$ cat src/qct_pkg.sv
// Shared types and constants of the quoted command tokenizer.
package qct_pkg;

  localparam logic [7:0] WS_LOW   = 8'h09;
  localparam logic [7:0] WS_HIGH  = 8'h0D;
  localparam logic [7:0] WS_SPACE = 8'h20;
  localparam logic [7:0] DQUOTE   = 8'h22;
  localparam logic [7:0] SQUOTE   = 8'h27;

  localparam logic [1:0] MODE_NONE   = 2'd0;
  localparam logic [1:0] MODE_DQUOTE = 2'd1;
  localparam logic [1:0] MODE_SQUOTE = 2'd2;

  localparam logic [7:0] EOC_RESET = 8'h0A;
  localparam logic [7:0] SEP_RESET = 8'h00;

  localparam logic REG_EOC = 1'b0;
  localparam logic REG_SEP = 1'b1;

  localparam int MAX_CHARS   = 3;
  localparam int QUEUE_DEPTH = 4;
  localparam int PTR_W       = $clog2(QUEUE_DEPTH);
  localparam int CNT_W       = $clog2(QUEUE_DEPTH + 1);

  // One request's worth of output: up to three bytes, the final one may close the command.
  typedef struct packed {
    logic [1:0]                    count;
    logic                          last;
    logic [MAX_CHARS-1:0][7:0]     chars;
  } qct_entry_t;

endpackage

$ cat src/qct_front.sv
// Front end: accepts input bytes, runs the quote/space state machine, emits output groups.
module qct_front import qct_pkg::*; (
  input  logic       clk,
  input  logic       rst,
  input  logic       s_tvalid,
  output logic       s_tready,
  input  logic [7:0] s_tdata,
  input  logic       s_tlast,
  input  logic [7:0] eoc_char,
  input  logic [7:0] sep_char,
  input  logic       queue_full,
  output logic       push,
  output qct_entry_t push_entry
);

  logic [1:0] quote_mode;
  logic [1:0] quote_mode_next;
  logic       open_quote_pending;
  logic       open_quote_pending_next;
  logic       collapsing_space;
  logic       collapsing_space_next;

  logic [7:0] c;
  logic [7:0] q;
  logic       q_match;
  logic       is_quote;
  logic       is_white;
  logic [1:0] n;
  logic [MAX_CHARS-1:0][7:0] chars;
  logic       accept;

  assign s_tready = !queue_full;
  assign accept   = s_tvalid && s_tready;

  always_comb begin
    c        = (s_tdata == eoc_char) ? WS_SPACE : s_tdata;
    q        = (quote_mode == MODE_DQUOTE) ? DQUOTE : SQUOTE;
    q_match  = ((quote_mode == MODE_DQUOTE) && (c == DQUOTE)) ||
               ((quote_mode == MODE_SQUOTE) && (c == SQUOTE));
    is_quote = (c == DQUOTE) || (c == SQUOTE);
    is_white = ((c >= WS_LOW) && (c <= WS_HIGH)) || (c == WS_SPACE);

    n                       = 2'd0;
    chars                   = '0;
    quote_mode_next         = quote_mode;
    open_quote_pending_next = open_quote_pending;
    collapsing_space_next   = collapsing_space;

    priority if (open_quote_pending) begin
      open_quote_pending_next = 1'b0;
      collapsing_space_next   = 1'b0;
      if (q_match) begin
        // empty pair passes through
        chars[0]        = q;
        chars[1]        = q;
        n               = 2'd2;
        quote_mode_next = MODE_NONE;
      end else begin
        chars[0] = c;
        n        = 2'd1;
      end
    end else if (quote_mode != MODE_NONE) begin
      if (q_match) begin
        chars[0]              = sep_char;
        n                     = 2'd1;
        quote_mode_next       = MODE_NONE;
        collapsing_space_next = 1'b1;
      end else begin
        chars[0] = c;
        n        = 2'd1;
      end
    end else if (is_quote) begin
      // hold the opening quote until the next byte decides
      quote_mode_next         = (c == DQUOTE) ? MODE_DQUOTE : MODE_SQUOTE;
      open_quote_pending_next = 1'b1;
      collapsing_space_next   = 1'b0;
    end else if (is_white) begin
      if (!collapsing_space) begin
        chars[0] = sep_char;
        n        = 2'd1;
      end
      collapsing_space_next = 1'b1;
    end else begin
      chars[0]              = c;
      n                     = 2'd1;
      collapsing_space_next = 1'b0;
    end

    if (s_tlast) begin
      chars[n]                = eoc_char;
      n                       = n + 2'd1;
      quote_mode_next         = MODE_NONE;
      open_quote_pending_next = 1'b0;
      collapsing_space_next   = 1'b0;
    end

    push_entry.count = n;
    push_entry.last  = s_tlast;
    push_entry.chars = chars;
  end

  assign push = accept && (n != 2'd0);

  always_ff @(posedge clk) begin
    if (rst) begin
      quote_mode         <= MODE_NONE;
      open_quote_pending <= 1'b0;
      collapsing_space   <= 1'b0;
    end else if (accept) begin
      quote_mode         <= quote_mode_next;
      open_quote_pending <= open_quote_pending_next;
      collapsing_space   <= collapsing_space_next;
    end
  end

endmodule

$ cat src/qct_queue.sv
// Short queue of output groups between the front end and the back end.
module qct_queue import qct_pkg::*; (
  input  logic       clk,
  input  logic       rst,
  input  logic       push,
  input  qct_entry_t push_entry,
  input  logic       pop,
  output qct_entry_t head,
  output logic       full,
  output logic       empty
);

  qct_entry_t           mem [QUEUE_DEPTH];
  logic [PTR_W-1:0]     wr_ptr;
  logic [PTR_W-1:0]     rd_ptr;
  logic [CNT_W-1:0]     fill;

  assign full  = (fill == CNT_W'(QUEUE_DEPTH));
  assign empty = (fill == '0);
  assign head  = mem[rd_ptr];

  always_ff @(posedge clk) begin
    if (push) begin
      mem[wr_ptr] <= push_entry;
    end
  end

  always_ff @(posedge clk) begin
    if (rst) begin
      wr_ptr <= '0;
      rd_ptr <= '0;
      fill   <= '0;
    end else begin
      if (push) wr_ptr <= wr_ptr + PTR_W'(1);
      if (pop)  rd_ptr <= rd_ptr + PTR_W'(1);
      unique case ({push, pop})
        2'b10:   fill <= fill + CNT_W'(1);
        2'b01:   fill <= fill - CNT_W'(1);
        default: fill <= fill;
      endcase
    end
  end

endmodule

$ cat src/qct_back.sv
// Back end: walks each queued group onto the output stream, one byte per cycle while m_tready is high.
module qct_back import qct_pkg::*; (
  input  logic       clk,
  input  logic       rst,
  input  qct_entry_t head,
  input  logic       empty,
  output logic       pop,
  output logic       m_tvalid,
  input  logic       m_tready,
  output logic [7:0] m_tdata,
  output logic       m_tlast
);

  qct_entry_t cur;
  logic       cur_valid;
  logic [1:0] idx;
  logic       at_end;
  logic       sent;

  assign at_end   = (idx == (cur.count - 2'd1));
  assign sent     = cur_valid && m_tready;
  assign pop      = !empty && (!cur_valid || (sent && at_end));
  assign m_tvalid = cur_valid;
  assign m_tlast  = cur.last && at_end;

  always_comb begin
    unique case (idx)
      2'd0:    m_tdata = cur.chars[0];
      2'd1:    m_tdata = cur.chars[1];
      2'd2:    m_tdata = cur.chars[2];
      default: m_tdata = cur.chars[0];
    endcase
  end

  always_ff @(posedge clk) begin
    if (pop) begin
      cur <= head;
    end
  end

  always_ff @(posedge clk) begin
    if (rst) begin
      cur_valid <= 1'b0;
      idx       <= 2'd0;
    end else if (pop) begin
      cur_valid <= 1'b1;
      idx       <= 2'd0;
    end else if (sent) begin
      if (at_end) begin
        cur_valid <= 1'b0;
        idx       <= 2'd0;
      end else begin
        idx <= idx + 2'd1;
      end
    end
  end

endmodule

$ cat src/quoted_command_tokenizer_top.sv
// Quoted command tokenizer: one input byte can be taken every cycle while the four-entry
// queue has room; each input byte yields zero to three output bytes, and the output side
// delivers one byte per cycle while m_tready is high, so an item that yields several
// bytes holds the output until all are sent; the sustained rate is one input per cycle
// only while items yield at most one byte. Results are registered in the queue, then in
// the back end. Configuration registers: byte address 0 (end-of-command), 4 (separator).
module quoted_command_tokenizer_top import qct_pkg::*; (
  input  logic        clk,
  input  logic        rst,
  input  logic        s_tvalid,
  output logic        s_tready,
  input  logic [7:0]  s_tdata,   // [7:0] in_char
  input  logic        s_tlast,   // in_last
  output logic        m_tvalid,
  input  logic        m_tready,
  output logic [7:0]  m_tdata,   // [7:0] out_char
  output logic        m_tlast,   // out_last
  input  logic        psel,
  input  logic        penable,
  input  logic        pwrite,
  input  logic [2:0]  paddr,
  input  logic [31:0] pwdata,
  output logic [31:0] prdata,
  output logic        pready
);

  logic [7:0] end_of_command_char;
  logic [7:0] token_separator_char;
  logic       cfg_write;

  logic       queue_full;
  logic       queue_empty;
  logic       push;
  logic       pop;
  qct_entry_t push_entry;
  qct_entry_t head;

  assign pready    = 1'b1;
  assign cfg_write = psel && penable && pwrite && pready;

  always_ff @(posedge clk) begin
    if (rst) begin
      end_of_command_char  <= EOC_RESET;
      token_separator_char <= SEP_RESET;
    end else if (cfg_write) begin
      unique case (paddr[2])
        REG_EOC: end_of_command_char  <= pwdata[7:0];
        REG_SEP: token_separator_char <= pwdata[7:0];
        default: ;
      endcase
    end
  end

  always_comb begin
    unique case (paddr[2])
      REG_EOC: prdata = {24'd0, end_of_command_char};
      REG_SEP: prdata = {24'd0, token_separator_char};
      default: prdata = '0;
    endcase
  end

  qct_front u_front (
    .clk        (clk),
    .rst        (rst),
    .s_tvalid   (s_tvalid),
    .s_tready   (s_tready),
    .s_tdata    (s_tdata),
    .s_tlast    (s_tlast),
    .eoc_char   (end_of_command_char),
    .sep_char   (token_separator_char),
    .queue_full (queue_full),
    .push       (push),
    .push_entry (push_entry)
  );

  qct_queue u_queue (
    .clk        (clk),
    .rst        (rst),
    .push       (push),
    .push_entry (push_entry),
    .pop        (pop),
    .head       (head),
    .full       (queue_full),
    .empty      (queue_empty)
  );

  qct_back u_back (
    .clk      (clk),
    .rst      (rst),
    .head     (head),
    .empty    (queue_empty),
    .pop      (pop),
    .m_tvalid (m_tvalid),
    .m_tready (m_tready),
    .m_tdata  (m_tdata),
    .m_tlast  (m_tlast)
  );

endmodule

$ cat config.mk
export PLATFORM = sky130hd
export DESIGN_NAME = quoted_command_tokenizer_top
export DESIGN_NICKNAME = d
export VERILOG_FILES = /design/src/qct_pkg.sv /design/src/qct_front.sv /design/src/qct_queue.sv /design/src/qct_back.sv /design/src/quoted_command_tokenizer_top.sv
export SDC_FILE = /design/constraint.sdc
export NUM_CORES = 1
export LEC_CHECK = 0
export BUFFER_PORTS_ARGS = -buffer_cell sky130_fd_sc_hd__clkbuf_2
export CAP_MARGIN = 0
export CORE_MARGIN = 1.5
export CORE_UTILIZATION = 25
export CTS_CLUSTER_SIZE = 30
export DETAILED_ROUTE_END_ITERATION = 7
export HOLD_SLACK_MARGIN = 0.12
export PLACE_DENSITY_LB_ADDON = 0.05
export SETUP_SLACK_MARGIN = 0.3
export SLEW_MARGIN = 25
export SYNTH_ARGS = -nofsm -noshare
export SYNTH_HDL_FRONTEND = slang
export SYNTH_SLANG_ARGS = --single-unit
$ cat constraint.sdc
create_clock -name clk -period 5.8 [get_ports clk]
set_input_delay 1.16 -clock clk [delete_from_list [all_inputs] [get_ports clk]]
set_output_delay 1.16 -clock clk [all_outputs]
set_load 0.005 [all_outputs]
# Word-level counts from Yosys, hierarchy flattened
# Memories as Yosys holds them, arrays and structs flattened. A register that Yosys moved wholly into a read port is not among the register bits.
# Cells that the tools add are included.
# op_classes
n_eq_ne,13
mux,47
n_lt_le_gt_ge,4
bitwise_logic,1
addsub,7
n_reduce_logical,32
# op_table
cell,count
8-bit 2-to-1 mux,11
32-bit case mux with 2 select lines,1
24-bit bitwise mux,1
"8-bit by 6-bit == test with 1-bit output, second input constant",3
2-bit 2-to-1 mux,12
24-bit 2-to-1 mux,1
1-bit 2-to-1 mux,17
8-bit demux with 2-bit select,1
8-bit case mux with 2 select lines,1
1-bit logical AND,12
2-bit AND reduction,5
2-bit nonzero test,5
"2-bit by 1-bit adder with 2-bit output, second input constant",4
8-bit == test,1
"8-bit by 4-bit >= comparator with 1-bit output, second input constant",1
"8-bit by 4-bit less-or-equal comparator with 1-bit output, second input constant",1
"2-bit by 1-bit == test with 1-bit output, second input constant",3
"2-bit == test, second input constant",3
3-bit case mux with 2 select lines,1
1-bit logical OR,4
"4-bit by 2-bit inequality test with 1-bit output, second input constant",1
4-bit nonzero test,1
"3-bit by 1-bit adder with 3-bit output, second input constant",1
"3-bit == test, second input constant",1
other kinds (10),12
# word_totals
n_memories,1
ramBits,108
output_inout_bits,44
elab_cells,115
input_bits,51
register_bits,30
# mem_list
memory,depth,width,read_ports,rd_clocked_by_memory_dff,wr,line,source
u_queue.mem,4,27,1,1,1,qct_queue.sv:13,qct_entry_t mem [QUEUE_DEPTH];

# Depth between registers and ports, before layout
# depth
depth_word,15
ltp_mapped,13
mapped_depth_nobuf,12

# Cells and area by module
# Synthesis repeated with hierarchy kept, for this count alone.
# unflattened
cells_unflattened,532
area_unflattened_um2,7723.7
# by_module_without_submodules
mod,seq_area_each_um2,instances,cells_each,area_per_inst_um2
qct_queue,3423.3,1,188,4377.9
qct_front,80.1,1,163,1176.1
qct_back,870.8,1,79,1161.1
quoted_command_tokenizer_top,320.3,1,102,1008.5

# Least setup slack after synthesis
# OpenSTA, ideal clock, no wires.
# synth_path
path_kind,input port to flip-flop
start,input port m_tready
end,register u_queue.fill[2]
setup_time_ns,0.070
stages,8
arrival_ns,4.186
t_required_ns,5.730
setup_slack_ns,1.544
cell_sequence,nand2_1 > a21oi_1 > ha_1 > inv_1 > fa_1 > xor2_1 > or3_1 > a21oi_1
# synth_via
elab_chain_cells,6
word_cells_on_any_way,8
cone_classes,2 x eq/ne; 1 x mux; 5 x reduce/logical
# synth_rtl
item,line,source
"start, declared",quoted_command_tokenizer_top.sv:15,"input logic m_tready,"
1-bit logical AND (*),qct_back.sv:21,assign sent = cur_valid && m_tready;
1-bit logical AND (*),qct_back.sv:22,assign pop = !empty && (!cur_valid || (sent && at_end));
1-bit logical OR (*),qct_back.sv:22,
1-bit logical AND (*),qct_back.sv:22,
via pop,quoted_command_tokenizer_top.sv:34,logic pop;
2-bit by 1-bit == test with 1-bit output or 2-bit == test (tied branches),qct_queue.sv:36,"unique case ({push, pop})"
3-bit case mux with 2 select lines or 2-bit nonzero test (tied branches),-,
"end signal, assigned",qct_queue.sv:37,2'b10: fill <= fill + CNT_W'(1);
"end signal, assigned",qct_queue.sv:38,2'b01: fill <= fill - CNT_W'(1);
"end signal, assigned",qct_queue.sv:39,default: fill <= fill;
"end, declared",qct_queue.sv:16,logic [CNT_W-1:0] fill;
# The timed path passes the listed nets; every way through them passes the cells marked *.
# A chain may end at the register's enable or synchronous reset.

# Final worst setup path
# layout_path
start,input port s_tdata[0]
end,register u_queue.fill[2]
# layout_via
elab_chain_cells,15
word_cells_on_any_way,26
cone_classes,1 x add/sub; 2 x order compare; 6 x eq/ne; 8 x mux; 9 x reduce/logical
# layout_rtl
item,line,source
"start, declared",quoted_command_tokenizer_top.sv:12,"input logic [7:0] s_tdata,"
8-bit == test,qct_front.sv:36,c = (s_tdata == eoc_char) ? WS_SPACE : s_tdata;
8-bit 2-to-1 mux (*),qct_front.sv:36,
8-bit by 4-bit >= comparator with 1-bit output or 8-bit by 4-bit less-or-equal comparator with 1-bit output (tied branches),qct_front.sv:41,is_white = ((c >= WS_LOW) && (c <= WS_HIGH)) || (c == WS_SPACE);
1-bit logical AND,qct_front.sv:41,
1-bit logical OR,qct_front.sv:41,
1-bit 2-to-1 mux,qct_front.sv:77,end else if (is_white) begin
2-bit 2-to-1 mux,qct_front.sv:72,end else if (is_quote) begin
2-bit 2-to-1 mux,qct_front.sv:62,end else if (quote_mode != MODE_NONE) begin
2-bit 2-to-1 mux (*),qct_front.sv:49,priority if (open_quote_pending) begin
2-bit by 1-bit adder with 2-bit output,qct_front.sv:91,n = n + 2'd1;
2-bit 2-to-1 mux (*),qct_front.sv:89,if (s_tlast) begin
2-bit nonzero test (*),qct_front.sv:102,assign push = accept && (n != 2'd0);
1-bit logical AND (*),qct_front.sv:102,
2-bit by 1-bit == test with 1-bit output or 2-bit == test (tied branches),qct_queue.sv:36,
3-bit case mux with 2 select lines or 2-bit nonzero test (tied branches),-,
# Mark *: on every way between the ends. The rest lies on a longest branch, timed or not.

==> results.json <==
{
  "status": "finished, final reports clean",
  "h-tree-depth": 4,
  "slew_headroom_pct": 36.3,
  "viasPerCell": 4.53,
  "syn_avg_cell_area_um2": 14.0,
  "cts-root-buf": "clkbuf_16",
  "worst-endpoint-arrival_ps": 3950,
  "drc": 0,
  "worst_setup_path_start_kind": "input pin",
  "antenna_left": 0,
  "cts_resized": 0,
  "track_usage_pct": 13.4,
  "post_dp_cell_area_mm2": 0.00803,
  "nFillCells": 3060,
  "r2r-end": "u_queue.mem[0][8]$_DFFE_PP_",
  "r2r_start": "end_of_command_char[7]$_SDFFE_PP0P_",
  "ys_async_sr_fraction_pct": 0,
  "clockBufferDepth": 2,
  "io_pins": 95,
  "regArea_mm2": 0.00466,
  "hold_start": "token_separator_char[2]$_SDFFE_PP0P_",
  "cts_buffers": 17,
  "hold_viol_final": 0,
  "critPathBufInv": 3,
  "grt_pass1_vias": 4641,
  "drv_slew": 0,
  "synth_seq_cells": 165,
  "slowest_delay_ps": 590,
  "ctsHoldBuffers": 0,
  "dpl.hpwl_um": 12900,
  "required_ps": 6150,
  "yosysWarnings": 0,
  "yosysMostFrequentCell": "edfxtp_1",
  "ys.flop_type": "edfxtp_1",
  "die_w_um": 176,
  "fin_crit_ps": 3600,
  "vias": 4434,
  "hold_slack_ps": 495,
  "multi_input_area_mm2": 0.00259,
  "hold_path.class": "reg -> reg",
  "crit_type": "in -> reg",
  "post_cts_buffers": 0,
  "floorplan.initialDensity_pct": 25.4,
  "cp_slowest_cell": "or4b_4",
  "cts.sinks": 165,
  "overflow": 0,
  "dp_slack_ps": 1630,
  "wl_per_cell_um": 20.3,
  "yosysSeqAreaShare_pct": 61.9,
  "power_mw": 3.39,
  "layout.nets": 635,
  "synth_adder_area_share_pct": 1.43,
  "antenna_found_initial": 0,
  "rows": 63,
  "worst_clock_skew_ps": 16.4,
  "place_congestion": 0.805,
  "core-area_mm2": 0.0296,
  "clk_latency_ps": 420,
  "final_layout_size_suffix_gt1_share_pct": 23.1,
  "path_delay_family": "simple AND/OR/NAND/NOR gates",
  "synth_compound_area_share_pct": 9.57,
  "synth_area_leaders": "edfxtp_1 54%, mux4_2 8.1%, dfxtp_1 8.0%",
  "vdd_drop_max_v": 0.000130,
  "synth_area_mm2": 0.00752,
  "cap_violations": 0,
  "antenna_cells": 0,
  "timing.final.ws_setup_ps": 2200,
  "die_h_um": 176,
  "path_cells": "clkbuf_2, or4b_4, a211oi_4, o21ai_2, nand3_2, a21oi_2, inv_1, ha_1, inv_1, fa_1, xor2_1, or3_1, a21oi_1",
  "grt_max_degree": 32,
  "r2r_cells": 6,
  "end_kind": "register",
  "synthMuxAreaShare_pct": 10.4,
  "yosysTopAreaCellShare_pct": 53.9,
  "synthDistinctLibCells": 68,
  "power_density_mw_per_mm2": 394,
  "cpMostUsedCell": "inv_1",
  "crit_fanout": 11,
  "fin_crit_sh_pct": 62.0,
  "synth_top_cell_by_area": "edfxtp_1",
  "syn_inst": 538,
  "worstMarginPinSlew_ps": 952,
  "clk_pin_slew_worst_paths_ps": 70,
  "rsz0062_at_grt": "false",
  "instances_no_fill": 979,
  "finalSetupTns_ps": 0,
  "design.die.area_mm2": 0.0311,
  "drt_iter0_markers": 213,
  "firstDrtPassIters": 4,
  "synth_xor_area_share_pct": 1.63,
  "syn2layout_area_growth_pct": 14.4,
  "power.leakage_nw": 2.95,
  "synth_top_family_by_area": "multiplexers",
  "holdPathEnd": "token_separator_char[2]$_SDFFE_PP0P_",
  "io_buffers": 43,
  "final_area_mm2": 0.00860,
  "setup_violations": 0,
  "synth_commonest_cells": "135 x edfxtp_1, 47 x nand2_1, 30 x dfxtp_1",
  "holdPathStages": 2,
  "fmax_mhz": 278,
  "drt_wl_total_um": 19900,
  "final_util_pct": 29.0,
  "synth_enable_flop_cells": 135,
  "synth-simple-area-share_pct": 10.0,
  "grt_pass1_wl_um": 30200,
  "dp_cells": 947,
  "cts_tree": "built",
  "rrSetupSlack_ps": 2630
}
cell usage in the layout (no fill, tap or decap), drive strengths merged, types with 9 or more instances in the layout:
| cell type | n |
|---|---|
| edfxtp | 135 |
| clkbuf | 62 |
| nand2 | 47 |
| dfxtp | 30 |
| a21oi | 29 |
| mux4 | 27 |
| nor2 | 26 |
| inv | 26 |
| conb | 25 |
| o21ai | 18 |
| and3 | 15 |
| xnor2 | 11 |
| and2 | 11 |
| nor3 | 10 |
| mux2i | 9 |
| a22oi | 9 |
logic make-up after synthesis:
kind of cell    count (synthesis)
simple gates                  140
mux                            43
buf+inv                        66
xor+xnor                       14
flops                         165
fa+ha+maj                       8
compound gates                100
other cells                     2
cell type report:
type	instances	share of cell area, %
Inverter	17	0.742
Clock buffer	19	5.30
Timing Repair Buffer	45	2.68
Sequential cell	165	54.2
Multi-Input combinational cell	330	30.2
Clock inverter	13	1.30
Tap cell	390	5.68
state kept, by name, summed over array words and instances (netlist names):
signal,flops
token_separator_char,8
u_back.idx,2
u_queue.rd_ptr,2
u_front.quote_mode,2
end_of_command_char,8
u_front.open_quote_pending,1
u_back.cur,27
u_queue.wr_ptr,2
u_queue.fill,3
u_back.m_tvalid,1
u_front.collapsing_space,1
u_queue.mem,108
how the worst max path moves through the flow:
stage	cells after the start	startpoint	slack (ps)	end
3_3_place_gp	7	s_tdata[1]	1650	u_queue.mem[0][0]$_DFFE_PP_
6_report	13	s_tdata[0]	2200	u_queue.fill[2]$_SDFFE_PP0P_
3_5_place_dp	7	s_tdata[1]	1630	u_queue.mem[1][16]$_DFFE_PP_
4_1_cts	7	s_tdata[1]	2070	u_queue.mem[1][10]$_DFFE_PP_
2_1_floorplan	8	m_tready	1540	u_queue.fill[2]$_SDFFE_PP0P_
5_1_grt	7	s_tdata[1]	1950	u_queue.mem[0][8]$_DFFE_PP_
metal layers:
metal | share of wire (%) | wire [µm] | GRT usage, %
met2 | 50 | 9850 | 22.5
met3 | 2.9 | 568 | 2.41
met5 | 0 | 0 | 0
met1 | 46 | 9240 | 17.8
met4 | 1.1 | 209 | 3.71
power breakdown:
part	internal, mW	switching [mW]	leakage [nW]	total, mW
registers	1.54	0.102	1.53	1.64
clock network	0.592	0.507	0.287	1.10
logic	0.262	0.385	1.13	0.647
total	2.39	0.995	2.95	3.39
worst register-to-register path, cell delays in order, from the launching register on:
cell and delay (ps):
dfxtp_1 540, xnor2_1 180, nand4_1 190, o221ai_2 500
nand3_2 140, a21oi_2 390, and2_2 820
Note: power is estimated with default switching activity, not from simulation.
